`config.mk`:
```
export PLATFORM = sky130hd
export DESIGN_NAME = ascii_command_decoder_top
export DESIGN_NICKNAME = d
export VERILOG_FILES = /design/src/acd_pkg.sv /design/src/ascii_command_decoder_top.sv
export VERILOG_INCLUDE_DIRS = /design/src /design/src/src
export SDC_FILE = /design/constraint.sdc
export NUM_CORES = 2
export LEC_CHECK = 0
export BUFFER_PORTS_ARGS = -buffer_cell sky130_fd_sc_hd__buf_4
export CORE_MARGIN = 10
export CORE_UTILIZATION = 65
export CTS_CLUSTER_DIAMETER = 50
export DETAILED_ROUTE_END_ITERATION = 12
export GPL_TIMING_DRIVEN = 0
export MAX_ROUTING_LAYER = met4
export PLACE_DENSITY = 0.88
export SLEW_MARGIN = 5
export SYNTH_ARGS = -nofsm -noshare
export SYNTH_HDL_FRONTEND = slang
export SYNTH_SLANG_ARGS = --single-unit
```
`constraint.sdc`:
```
create_clock -name clock -period 28.6 [get_ports clock]
set_clock_uncertainty 0.1 [all_clocks]
set_input_delay 4.29 -clock clock [delete_from_list [all_inputs] [get_ports clock]]
set_output_delay 4.29 -clock clock [all_outputs]
set_load 0.005 [all_outputs]
```
`src/assert_macros.svh`:
```
// Assertion macros shared by the RTL of the command decoder.
// Uses no other file; simulation gets the checks, synthesis gets empty bodies.
`ifndef ASSERT_MACROS_SVH
`define ASSERT_MACROS_SVH
`ifndef SYNTHESIS
`define ASSERT_ALWAYS(lbl, clk, rst, cond) \
   lbl: assert property (@(posedge clk) disable iff (rst) (cond)) \
      else $error("assertion failed");
`define ASSERT_IMPLIES(lbl, clk, rst, ante, cons) \
   lbl: assert property (@(posedge clk) disable iff (rst) (ante) |-> (cons)) \
      else $error("assertion failed");
`define ASSERT_NEXT(lbl, clk, rst, ante, cons) \
   lbl: assert property (@(posedge clk) disable iff (rst) (ante) |=> (cons)) \
      else $error("assertion failed");
`else
`define ASSERT_ALWAYS(lbl, clk, rst, cond)
`define ASSERT_IMPLIES(lbl, clk, rst, ante, cons)
`define ASSERT_NEXT(lbl, clk, rst, ante, cons)
`endif
`endif

```
`src/acd_pkg.sv`:
```
// Types, keyword table and fixed-point constants of the ASCII command decoder.
// Depends on nothing; imported by the decoder top level.
`timescale 1ns / 1ps
package acd_pkg;

   localparam int KW_COUNT    = 26;
   localparam int KW_MAX      = 10;
   localparam int FRAC_BITS   = 16;
   localparam int INT_W       = 31 - FRAC_BITS;
   localparam int MAX_FD      = 6;
   localparam int FRAC_ACC_W  = 20;
   localparam int FRAC_CNT_W  = 3;
   localparam int POW_W       = 24;
   localparam int RECIP_W     = 17;
   localparam int PROD_W      = FRAC_ACC_W + RECIP_W;
   localparam int QEST_W      = FRAC_BITS;
   localparam int FRAC_W      = FRAC_BITS + 1;
   localparam int NUM_W       = QEST_W + POW_W;

   localparam logic [INT_W-1:0] INT_LIMIT = {INT_W{1'b1}};

   localparam logic [7:0] CH_SPACE = 8'h20;
   localparam logic [7:0] CH_MINUS = 8'h2D;
   localparam logic [7:0] CH_PLUS  = 8'h2B;
   localparam logic [7:0] CH_POINT = 8'h2E;

   typedef enum logic [3:0] {
      PH_SPACE  = 4'b0001,
      PH_WORD   = 4'b0010,
      PH_VALUE  = 4'b0100,
      PH_IGNORE = 4'b1000
   } line_phase_type;

   typedef enum logic [3:0] {
      NP_SIGN = 4'b0001,
      NP_INT  = 4'b0010,
      NP_FRAC = 4'b0100,
      NP_STOP = 4'b1000
   } number_phase_type;

   typedef enum logic [1:0] {
      ST_MATCH   = 2'd0,
      ST_UNKNOWN = 2'd1,
      ST_NO_WORD = 2'd2
   } status_type;

   // Keywords are stored right aligned: the first character is the highest byte in use.
   localparam logic [8*KW_MAX-1:0] KW_TEXT [KW_COUNT] = '{
      "start", "stop", "cp", "ci", "sp", "si", "kp", "ki", "sc", "speed",
      "currmodel", "speedmodel", "speedmode", "posimodel", "posmode",
      "vfmodel", "vfmode", "clearfault", "ratune", "satune", "nodeget",
      "nodeset", "calib", "calibstop", "flashread", "flashclear"
   };

   localparam logic [3:0] KW_LEN [KW_COUNT] = '{
      4'd5, 4'd4, 4'd2, 4'd2, 4'd2, 4'd2, 4'd2, 4'd2, 4'd2, 4'd5,
      4'd9, 4'd10, 4'd9, 4'd9, 4'd7, 4'd7, 4'd6, 4'd10, 4'd6, 4'd6,
      4'd7, 4'd7, 4'd5, 4'd9, 4'd9, 4'd10
   };

   // Powers of ten and reciprocals floor(2^(FRAC_BITS+s)/10^n), with 10^n <= 2^s; RECIP[0] is 0.
   localparam logic [POW_W-1:0] POW10 [8] = '{
      24'd1, 24'd10, 24'd100, 24'd1000, 24'd10000, 24'd100000,
      24'd1000000, 24'd10000000
   };
   localparam logic [RECIP_W-1:0] RECIP [8] = '{
      17'd0, 17'd104857, 17'd83886, 17'd67108, 17'd107374, 17'd85899,
      17'd68719, 17'd109951
   };
   localparam logic [4:0] RECIP_SHIFT [8] = '{
      5'd0, 5'd4, 5'd7, 5'd10, 5'd14, 5'd17, 5'd20, 5'd24
   };

   typedef struct packed {
      logic                   word_seen;
      logic [KW_COUNT-1:0]    mask;
      logic [3:0]             wlen;
      logic                   ovf;
      logic                   given;
      logic                   neg;
      logic [INT_W-1:0]       int_part;
      logic [FRAC_ACC_W-1:0]  frac_acc;
      logic [FRAC_CNT_W-1:0]  frac_cnt;
   } s1_type;

   typedef struct packed {
      status_type             status;
      logic [4:0]             index;
      logic                   given;
      logic                   use_value;
      logic                   neg;
      logic [INT_W-1:0]       int_part;
      logic [FRAC_ACC_W-1:0]  frac_acc;
      logic [FRAC_CNT_W-1:0]  frac_cnt;
      logic [QEST_W-1:0]      q_est;
   } s2_type;

   typedef struct packed {
      status_type             status;
      logic [4:0]             index;
      logic                   given;
      logic                   use_value;
      logic                   neg;
      logic [INT_W-1:0]       int_part;
      logic [FRAC_CNT_W-1:0]  frac_cnt;
      logic [QEST_W-1:0]      q_est;
      logic [NUM_W-1:0]       numer;
      logic [NUM_W-1:0]       qp;
   } s3_type;

   typedef struct packed {
      status_type             status;
      logic [4:0]             index;
      logic                   given;
      logic                   use_value;
      logic                   neg;
      logic [INT_W-1:0]       int_part;
      logic [FRAC_W-1:0]      frac;
   } s4_type;

   function automatic logic [7:0] kw_char(input logic [4:0] e, input logic [3:0] pos);
      logic [7:0] c;
      logic [3:0] len;
      int         sh;
      len = KW_LEN[e];
      c   = 8'h00;
      sh  = (int'(len) - int'(pos) - 1) * 8;
      if (pos < len) begin
         c = KW_TEXT[e][sh +: 8];
      end
      return c;
   endfunction

   function automatic logic is_letter(input logic [7:0] b);
      return (b >= 8'h61 && b <= 8'h7A) || (b >= 8'h41 && b <= 8'h5A);
   endfunction

   function automatic logic is_digit(input logic [7:0] b);
      return b >= 8'h30 && b <= 8'h39;
   endfunction

endpackage

```
`src/ascii_command_decoder_top.sv`:
```
// ASCII command decoder: keyword match and fixed-point argument parse per line.
// Depends on acd_pkg and assert_macros.svh.
//
//   channel | direction | handshake             | payload
//   req     | in        | req_valid / req_stall | req_data_byte, req_last_byte
//   rsp     | out       | rsp_valid / rsp_stall | rsp_status, rsp_command_index,
//           |           |                       | rsp_value, rsp_value_given
//
// One byte is taken every cycle while req_stall is low. A result is produced only for the
// last byte of a line and passes through stages 1 to 4 into the output register; the depth is
// set by the reciprocal multiply, the remainder multiply and the correction stages.
// Reset is synchronous and clears the line state and all stage valid bits.
// The four stages and the output register close up bubbles, so req_stall rises only
// when all of them hold a result and rsp_stall is high.
`timescale 1ns / 1ps
`include "assert_macros.svh"
module ascii_command_decoder_top
   import acd_pkg::*;
#(
   parameter int VALUE_BUFFER_SIZE = 20
) (
   input  logic        clock,
   input  logic        reset,
   input  logic        req_valid,
   output logic        req_stall,
   input  logic [7:0]  req_data_byte,
   input  logic        req_last_byte,
   output logic        rsp_valid,
   input  logic        rsp_stall,
   output logic [1:0]  rsp_status,
   output logic [4:0]  rsp_command_index,
   output logic signed [31:0] rsp_value,
   output logic        rsp_value_given
);

   localparam int VCT_W = $clog2(VALUE_BUFFER_SIZE);
   localparam logic [VCT_W-1:0] TAKE_MAX = VCT_W'(VALUE_BUFFER_SIZE - 1);

   // Line state.
   line_phase_type         line_phase_ff, line_phase_in, line_phase_upd;
   number_phase_type       num_phase_ff, num_phase_in, num_phase_upd;
   logic [KW_COUNT-1:0]    mask_ff, mask_in, mask_upd;
   logic [3:0]             wlen_ff, wlen_in, wlen_upd;
   logic                   ovf_ff, ovf_in, ovf_upd;
   logic [VCT_W-1:0]       vct_ff, vct_in, vct_upd;
   logic                   neg_ff, neg_in, neg_upd;
   logic [INT_W-1:0]       int_ff, int_in, int_upd;
   logic [FRAC_ACC_W-1:0]  frac_ff, frac_in, frac_upd;
   logic [FRAC_CNT_W-1:0]  fcnt_ff, fcnt_in, fcnt_upd;

   // Result pipeline.
   s1_type s1_ff, s1_in;
   s2_type s2_ff, s2_in;
   s3_type s3_ff, s3_in;
   s4_type s4_ff, s4_in;
   logic   v1_ff, v2_ff, v3_ff, v4_ff, v5_ff;
   logic   rdy1, rdy2, rdy3, rdy4, rdy5;
   status_type         rsp_status_ff, rsp_status_in;
   logic [4:0]         rsp_index_ff, rsp_index_in;
   logic [31:0]        rsp_value_ff, rsp_value_in;
   logic               rsp_given_ff, rsp_given_in;

   logic                  req_accept;
   logic [KW_COUNT-1:0]   letter_hit;
   logic [3:0]            digit;
   logic [INT_W+3:0]      int_grown;
   logic [FRAC_ACC_W+3:0] frac_grown;
   logic                  found;
   logic [4:0]            found_idx;
   logic [PROD_W-1:0]     recip_prod;
   logic [NUM_W-1:0]      remainder;
   logic [NUM_W-1:0]      pow_ext;
   logic [31:0]           mag;
   logic [31:0]           mag_sat;

   assign rdy5 = !v5_ff || !rsp_stall;
   assign rdy4 = !v4_ff || rdy5;
   assign rdy3 = !v3_ff || rdy4;
   assign rdy2 = !v2_ff || rdy3;
   assign rdy1 = !v1_ff || rdy2;
   assign req_stall  = !rdy1;
   assign req_accept = req_valid && rdy1;

   assign digit      = req_data_byte[3:0];
   assign int_grown  = {4'b0, int_ff} * (INT_W+4)'(10) + (INT_W+4)'(digit);
   assign frac_grown = {4'b0, frac_ff} * (FRAC_ACC_W+4)'(10) + (FRAC_ACC_W+4)'(digit);

   always_comb begin
      for (int e = 0; e < KW_COUNT; e++) begin
         letter_hit[e] = (kw_char(5'(e), wlen_ff) == req_data_byte);
      end
   end

   // Effect of the current byte on the line state.
   always_comb begin
      line_phase_upd = line_phase_ff;
      num_phase_upd  = num_phase_ff;
      mask_upd       = mask_ff;
      wlen_upd       = wlen_ff;
      ovf_upd        = ovf_ff;
      vct_upd        = vct_ff;
      neg_upd        = neg_ff;
      int_upd        = int_ff;
      frac_upd       = frac_ff;
      fcnt_upd       = fcnt_ff;
      unique case (line_phase_ff)
         PH_SPACE, PH_WORD: begin
            if (is_letter(req_data_byte)) begin
               line_phase_upd = PH_WORD;
               mask_upd       = mask_ff & letter_hit;
               if (wlen_ff != 4'd15) begin
                  wlen_upd = wlen_ff + 4'd1;
               end else begin
                  ovf_upd = 1'b1;
               end
            end else if (line_phase_ff == PH_WORD) begin
               line_phase_upd = PH_VALUE;
            end else if (req_data_byte != CH_SPACE) begin
               line_phase_upd = PH_IGNORE;
            end
         end
         PH_VALUE: begin
            if (vct_ff < TAKE_MAX) begin
               vct_upd = vct_ff + VCT_W'(1);
               unique case (num_phase_ff)
                  NP_SIGN, NP_INT: begin
                     if (is_digit(req_data_byte)) begin
                        int_upd       = (int_grown > (INT_W+4)'(INT_LIMIT)) ?
                                        INT_LIMIT : int_grown[INT_W-1:0];
                        num_phase_upd = NP_INT;
                     end else if (req_data_byte == CH_POINT) begin
                        num_phase_upd = NP_FRAC;
                     end else if (num_phase_ff == NP_SIGN &&
                                  req_data_byte == CH_MINUS) begin
                        neg_upd       = 1'b1;
                        num_phase_upd = NP_INT;
                     end else if (num_phase_ff == NP_SIGN &&
                                  req_data_byte == CH_PLUS) begin
                        num_phase_upd = NP_INT;
                     end else begin
                        num_phase_upd = NP_STOP;
                     end
                  end
                  NP_FRAC: begin
                     if (is_digit(req_data_byte)) begin
                        if (fcnt_ff < FRAC_CNT_W'(MAX_FD)) begin
                           frac_upd = frac_grown[FRAC_ACC_W-1:0];
                           fcnt_upd = fcnt_ff + FRAC_CNT_W'(1);
                        end
                     end else begin
                        num_phase_upd = NP_STOP;
                     end
                  end
                  NP_STOP: begin
                  end
                  default: begin
                  end
               endcase
            end
         end
         PH_IGNORE: begin
         end
         default: begin
         end
      endcase
   end

   always_comb begin
      line_phase_in = line_phase_ff;
      num_phase_in  = num_phase_ff;
      mask_in       = mask_ff;
      wlen_in       = wlen_ff;
      ovf_in        = ovf_ff;
      vct_in        = vct_ff;
      neg_in        = neg_ff;
      int_in        = int_ff;
      frac_in       = frac_ff;
      fcnt_in       = fcnt_ff;
      if (req_accept) begin
         if (req_last_byte) begin
            line_phase_in = PH_SPACE;
            num_phase_in  = NP_SIGN;
            mask_in       = {KW_COUNT{1'b1}};
            wlen_in       = '0;
            ovf_in        = 1'b0;
            vct_in        = '0;
            neg_in        = 1'b0;
            int_in        = '0;
            frac_in       = '0;
            fcnt_in       = '0;
         end else begin
            line_phase_in = line_phase_upd;
            num_phase_in  = num_phase_upd;
            mask_in       = mask_upd;
            wlen_in       = wlen_upd;
            ovf_in        = ovf_upd;
            vct_in        = vct_upd;
            neg_in        = neg_upd;
            int_in        = int_upd;
            frac_in       = frac_upd;
            fcnt_in       = fcnt_upd;
         end
      end
   end

   // Stage 1 holds the finished line summary.
   always_comb begin
      s1_in.word_seen = (line_phase_upd == PH_WORD) || (line_phase_upd == PH_VALUE);
      s1_in.mask      = mask_upd;
      s1_in.wlen      = wlen_upd;
      s1_in.ovf       = ovf_upd;
      s1_in.given     = (vct_upd != '0);
      s1_in.neg       = neg_upd;
      s1_in.int_part  = int_upd;
      s1_in.frac_acc  = frac_upd;
      s1_in.frac_cnt  = fcnt_upd;
   end

   // Stage 2: keyword lookup and reciprocal estimate of the fraction.
   always_comb begin
      found     = 1'b0;
      found_idx = '0;
      for (int e = KW_COUNT - 1; e >= 0; e--) begin
         if (s1_ff.mask[e] && KW_LEN[e] == s1_ff.wlen) begin
            found     = 1'b1;
            found_idx = 5'(e);
         end
      end
      recip_prod = PROD_W'(s1_ff.frac_acc) * PROD_W'(RECIP[s1_ff.frac_cnt]);
      if (!s1_ff.word_seen) begin
         s2_in.status = ST_NO_WORD;
      end else if (found && !s1_ff.ovf) begin
         s2_in.status = ST_MATCH;
      end else begin
         s2_in.status = ST_UNKNOWN;
      end
      s2_in.index     = (s2_in.status == ST_MATCH) ? found_idx : 5'd0;
      s2_in.given     = s1_ff.given;
      s2_in.use_value = (s2_in.status == ST_MATCH) && s1_ff.given;
      s2_in.neg       = s1_ff.neg;
      s2_in.int_part  = s1_ff.int_part;
      s2_in.frac_acc  = s1_ff.frac_acc;
      s2_in.frac_cnt  = s1_ff.frac_cnt;
      s2_in.q_est     = QEST_W'(recip_prod >> RECIP_SHIFT[s1_ff.frac_cnt]);
   end

   // Stage 3: back-multiply the estimate and form the rounded numerator.
   always_comb begin
      s3_in.status    = s2_ff.status;
      s3_in.index     = s2_ff.index;
      s3_in.given     = s2_ff.given;
      s3_in.use_value = s2_ff.use_value;
      s3_in.neg       = s2_ff.neg;
      s3_in.int_part  = s2_ff.int_part;
      s3_in.frac_cnt  = s2_ff.frac_cnt;
      s3_in.q_est     = s2_ff.q_est;
      s3_in.qp        = NUM_W'(s2_ff.q_est) * NUM_W'(POW10[s2_ff.frac_cnt]);
      s3_in.numer     = (NUM_W'(s2_ff.frac_acc) << FRAC_BITS) +
                        NUM_W'(POW10[s2_ff.frac_cnt] >> 1);
   end

   // Stage 4: the estimate is low by at most two; the remainder decides.
   always_comb begin
      pow_ext         = NUM_W'(POW10[s3_ff.frac_cnt]);
      remainder       = s3_ff.numer - s3_ff.qp;
      s4_in.status    = s3_ff.status;
      s4_in.index     = s3_ff.index;
      s4_in.given     = s3_ff.given;
      s4_in.use_value = s3_ff.use_value;
      s4_in.neg       = s3_ff.neg;
      s4_in.int_part  = s3_ff.int_part;
      s4_in.frac      = FRAC_W'(s3_ff.q_est) +
                        FRAC_W'(remainder >= pow_ext) +
                        FRAC_W'(remainder >= (pow_ext << 1));
   end

   // Output stage: combine, saturate, apply the sign.
   always_comb begin
      mag           = {1'b0, s4_ff.int_part, {FRAC_BITS{1'b0}}} + 32'(s4_ff.frac);
      mag_sat       = mag[31] ? 32'h7FFF_FFFF : mag;
      rsp_status_in = s4_ff.status;
      rsp_index_in  = s4_ff.index;
      rsp_given_in  = (s4_ff.status != ST_NO_WORD) && s4_ff.given;
      if (!s4_ff.use_value) begin
         rsp_value_in = '0;
      end else if (s4_ff.neg) begin
         rsp_value_in = 32'd0 - mag_sat;
      end else begin
         rsp_value_in = mag_sat;
      end
   end

   always_ff @(posedge clock) begin
      if (reset) begin
         line_phase_ff <= PH_SPACE;
         num_phase_ff  <= NP_SIGN;
         mask_ff       <= {KW_COUNT{1'b1}};
         wlen_ff       <= '0;
         ovf_ff        <= 1'b0;
         vct_ff        <= '0;
         neg_ff        <= 1'b0;
         int_ff        <= '0;
         frac_ff       <= '0;
         fcnt_ff       <= '0;
         v1_ff         <= 1'b0;
         v2_ff         <= 1'b0;
         v3_ff         <= 1'b0;
         v4_ff         <= 1'b0;
         v5_ff         <= 1'b0;
      end else begin
         line_phase_ff <= line_phase_in;
         num_phase_ff  <= num_phase_in;
         mask_ff       <= mask_in;
         wlen_ff       <= wlen_in;
         ovf_ff        <= ovf_in;
         vct_ff        <= vct_in;
         neg_ff        <= neg_in;
         int_ff        <= int_in;
         frac_ff       <= frac_in;
         fcnt_ff       <= fcnt_in;
         if (rdy1) v1_ff <= req_accept && req_last_byte;
         if (rdy2) v2_ff <= v1_ff;
         if (rdy3) v3_ff <= v2_ff;
         if (rdy4) v4_ff <= v3_ff;
         if (rdy5) v5_ff <= v4_ff;
      end
   end

   always_ff @(posedge clock) begin
      if (rdy1) s1_ff <= s1_in;
      if (rdy2) s2_ff <= s2_in;
      if (rdy3) s3_ff <= s3_in;
      if (rdy4) s4_ff <= s4_in;
      if (rdy5) begin
         rsp_status_ff <= rsp_status_in;
         rsp_index_ff  <= rsp_index_in;
         rsp_value_ff  <= rsp_value_in;
         rsp_given_ff  <= rsp_given_in;
      end
   end

   assign rsp_valid         = v5_ff;
   assign rsp_status        = rsp_status_ff;
   assign rsp_command_index = rsp_index_ff;
   assign rsp_value         = rsp_value_ff;
   assign rsp_value_given   = rsp_given_ff;

   `ASSERT_IMPLIES(a_nomatch_zero, clock, reset, v5_ff && rsp_status_ff != ST_MATCH,
      rsp_value_ff == 32'd0 && rsp_index_ff == 5'd0)
   `ASSERT_IMPLIES(a_noword_nogiven, clock, reset, v5_ff && rsp_status_ff == ST_NO_WORD,
      !rsp_given_ff)
   `ASSERT_IMPLIES(a_stall_full, clock, reset, req_stall,
      v1_ff && v2_ff && v3_ff && v4_ff && v5_ff)
   `ASSERT_NEXT(a_line_restart, clock, reset, req_accept && req_last_byte,
      line_phase_ff == PH_SPACE && vct_ff == '0)
   `ASSERT_IMPLIES(a_ovf_len, clock, reset, ovf_ff, wlen_ff == 4'd15)

endmodule

```
==> flow_metrics.py <==
metrics = {
    "sta": {
        "clock.fmax_ghz": 0.0856,
        "report.final.setup_viol": 0,
        "tns_ps": 0,
        "grt_setup_unrepaired": "no",
        "slew_viol_final": 0,
        "timing.hold.ws_ps": 297,
        "max-slew-margin-rel": 0.137,
        "hold_viol": 0,
        "worstMarginPinSlew_ps": 1290,
        "min_period_over_period": 0.409,
        "period_minus_slack_ps": 11690,
    },
    "global_route": {
        "grt-ovfl-total": 0,
        "antenna_found_initial": 6,
        "grt_pass1_vias": 41800,
        "grt_pass1_wl_microns": 229000,
        "grt_max_degree": 64,
        "grt.total_usage": 0.330,
    },
    "critical_path": {
        "worst_setup_path_end_kind": "register",
        "path_class": "reg -> reg",
        "cp.arrival_ps": 11980,
        "slowest_delay_ps": 690,
        "critPathMaxFanout": 10,
        "crit_path_start_kind": "register",
        "worstPathRequired_ps": 28890,
        "cp_slowest_cell": "a222oi_1",
        "cpMostUsedCell": "fa_1",
    },
    "die": {
        "core_sq_mm": 0.0759,
        "initial_core_util": 0.656,
        "die_area_sq_mm": 0.0881,
        "rows": 101,
        "die_w_microns": 297,
        "fp.dieH_microns": 297,
        "pin_count": 55,
    },
    "cts": {
        "post_cts.repair.setup_buffers": 0,
        "worstSkewPairLatency_ps": 600,
        "ctsResizeCount": 0,
        "cts_tree": "yes",
        "ctsHoldBuffers": 0,
        "cts_root_buf": "clkbuf_16",
        "cts_sinks": 425,
        "clk_path_buf_depth": 3,
        "clk_pin_slew_worst_paths_ps": 60,
        "htreeDepth": 2,
        "numCtsBuffers": 46,
    },
    "synthesis": {
        "synthArstFlopShare": 0,
        "synth_ff_type": "edfxtp_1",
        "synthDistinctLibCells": 95,
        "netlist_area_sq_mm": 0.0498,
        "synth_edf_count": 337,
        "syn_nets": 6398,
        "ys_seq_elements": 425,
        "synthCells": 5428,
        "synth.avg_cell_area_sq_um": 9.18,
        "ys_seq_area_frac": 0.238,
        "yosysWarnings": 0,
    },
    "route": {
        "via_per_inst": 6.34,
        "firstDrtPassIters": 8,
        "final_antenna_net_count": 0,
        "route.final.wire_length_microns": 144000,
        "drtIter0Drc": 5182,
        "wl_per_cell_microns": 21.8,
        "drc": 0,
        "vias": 41900,
    },
    "power": {
        "totalPowerFinal_uw": 1340,
        "p_leak_uw": 0.0238,
        "irDropWorstVdd_v": 0.0000423,
        "cellPowerDensity_mw_per_mm2": 25.2,
    },
    "cells_and_area": {
        "seqCellArea_sq_mm": 0.0119,
        "final_util": 0.701,
        "syn_to_final_growth_pct": 6.88,
        "drive_gt1_frac": 0.0386,
        "layout_commonest_cell": "inv_1",
        "final_cells": 6608,
        "fin_nets": 6504,
        "multi_input_area_sq_mm": 0.0344,
        "fillers": 5559,
        "layout_common_cells": "inv_1, nand2_1, fa_1, ha_1, nor2_1",
    },
    "place": {
        "hpwl_microns": 112000,
        "place_congestion": 1.05,
        "placedCellCount": 6516,
        "portBuffers": 51,
    },
    "worst_hold_path": {
        "hp-class": "reg -> reg",
    },
    "status": {
        "status": "finished clean",
    },
    "job": {
        "drv_cap": 0,
    },
}
[final timing paths]
kind | from | endpoint | slack [ps] | depth (start not counted)
max | s1_ff[1] | s2_ff[13] | 16910 | 29
min | rsp_index_in[2] | rsp_command_index[2] | 300 | 0
max reg2reg | s1_ff[1] | s2_ff[13] | 16910 | 29
min reg2reg | rsp_index_in[2] | rsp_command_index[2] | 300 | 0
[state kept, by name, indices dropped and copies added (netlist names), 2 cells and up]
signal / cells
s3_ff: 119
s1_ff: 72
rsp_index_in: 5
int_ff: 15
wlen_ff: 4
mask_ff: 26
rsp_status_in: 2
rsp_value: 32
num_phase_ff: 4
line_phase_ff: 4
frac_ff: 20
s2_ff: 64
rsp_status: 2
rsp_command_index: 5
vct_ff: 5
s4_ff: 35
fcnt_ff: 3
[worst max-delay path: cells and delay by family, from the launching register on]
family                     cells  cell delay (ps)
AOI/OAI and AO/OA              7             2340
adders and majority gates      8             3860
buffers and inverters          9             3360
DFF                            1              530
muxes                          3              670
and+or+nand+nor                2              590
[Yosys cell counts (all sizes together) (11+ instances only)]
library cell  count  area share
a21boi           22      0.0033
nor2            345       0.026
ha              420        0.11
edfxtp          337        0.20
nand2           540       0.041
a211oi           70       0.011
a21o             74       0.011
o21a             43      0.0065
and4             12      0.0021
nand4            42      0.0053
fa              537        0.22
nor3b            14      0.0021
mux2i            50       0.010
clkbuf          225       0.017
o21bai           15      0.0023
a31oi            25      0.0031
nand2b           50      0.0063
nand3b           11      0.0017
nor2b            73      0.0092
a211o            36      0.0063
nor3            125       0.013
and3             79      0.0099
o31ai            25      0.0039
and2            242       0.030
o22ai            24      0.0030
buf              26      0.0020
a22oi            37      0.0057
a21oi           248       0.025
a31o             11      0.0019
nor4             37      0.0054
nand3           110       0.011
or3              26      0.0034
o21ai           208       0.021
xor2             76       0.013
dfxtp            88       0.035
or2              24      0.0031
xnor2           175       0.031
inv             704       0.053
mux2             15      0.0034
o211ai           34      0.0051
[per-layer routing]
layer  vias up  share of wire  track usage
met2      2583           0.46        0.526
met3       537           0.11       0.0662
li1      18700              -            -
met4         0          0.051        0.137
met5         -              0            -
met1     20100           0.38        0.410
[cell families after synthesis]
group | Yosys count | synth area share
mux | 71 | 0.0161
buf+inv | 961 | 0.0725
simple gates | 1754 | 0.174
xor+xnor | 251 | 0.0441
compound gates | 1009 | 0.134
flops | 425 | 0.238
fa+ha+maj | 957 | 0.321
[where the power goes]
| part | switching, uW | internal, uW |
|---|---|---|
| combinational | 34.3 | 16.4 |
| sequential | 3.98 | 666 |
| clock | 263 | 356 |
| total | 301 | 1040 |
[metrics by stage]
step / cell area, sq um / setup slack [ps]
floorplan: 49800 / 17040
global placement: 51500 / 15810
detailed placement: 51700 / 17320
CTS: 53200 / 17270
global route: 53300 / 16590
finish: 53300 / 16910
[final cells by class]
| type | count | area share |
|---|---|---|
| multi-input cells | 4042 | 0.645 |
| flip-flops and latches | 425 | 0.223 |
| inverters | 710 | 0.0500 |
| well taps | 1030 | 0.0242 |
| clock buffers | 61 | 0.0238 |
| plain buffers | 251 | 0.0178 |
| repair buffers | 58 | 0.00958 |
| clock inverters | 25 | 0.00608 |
| diodes | 6 | 0.000282 |
No activity file was read; power rests on OpenSTA's default activity.
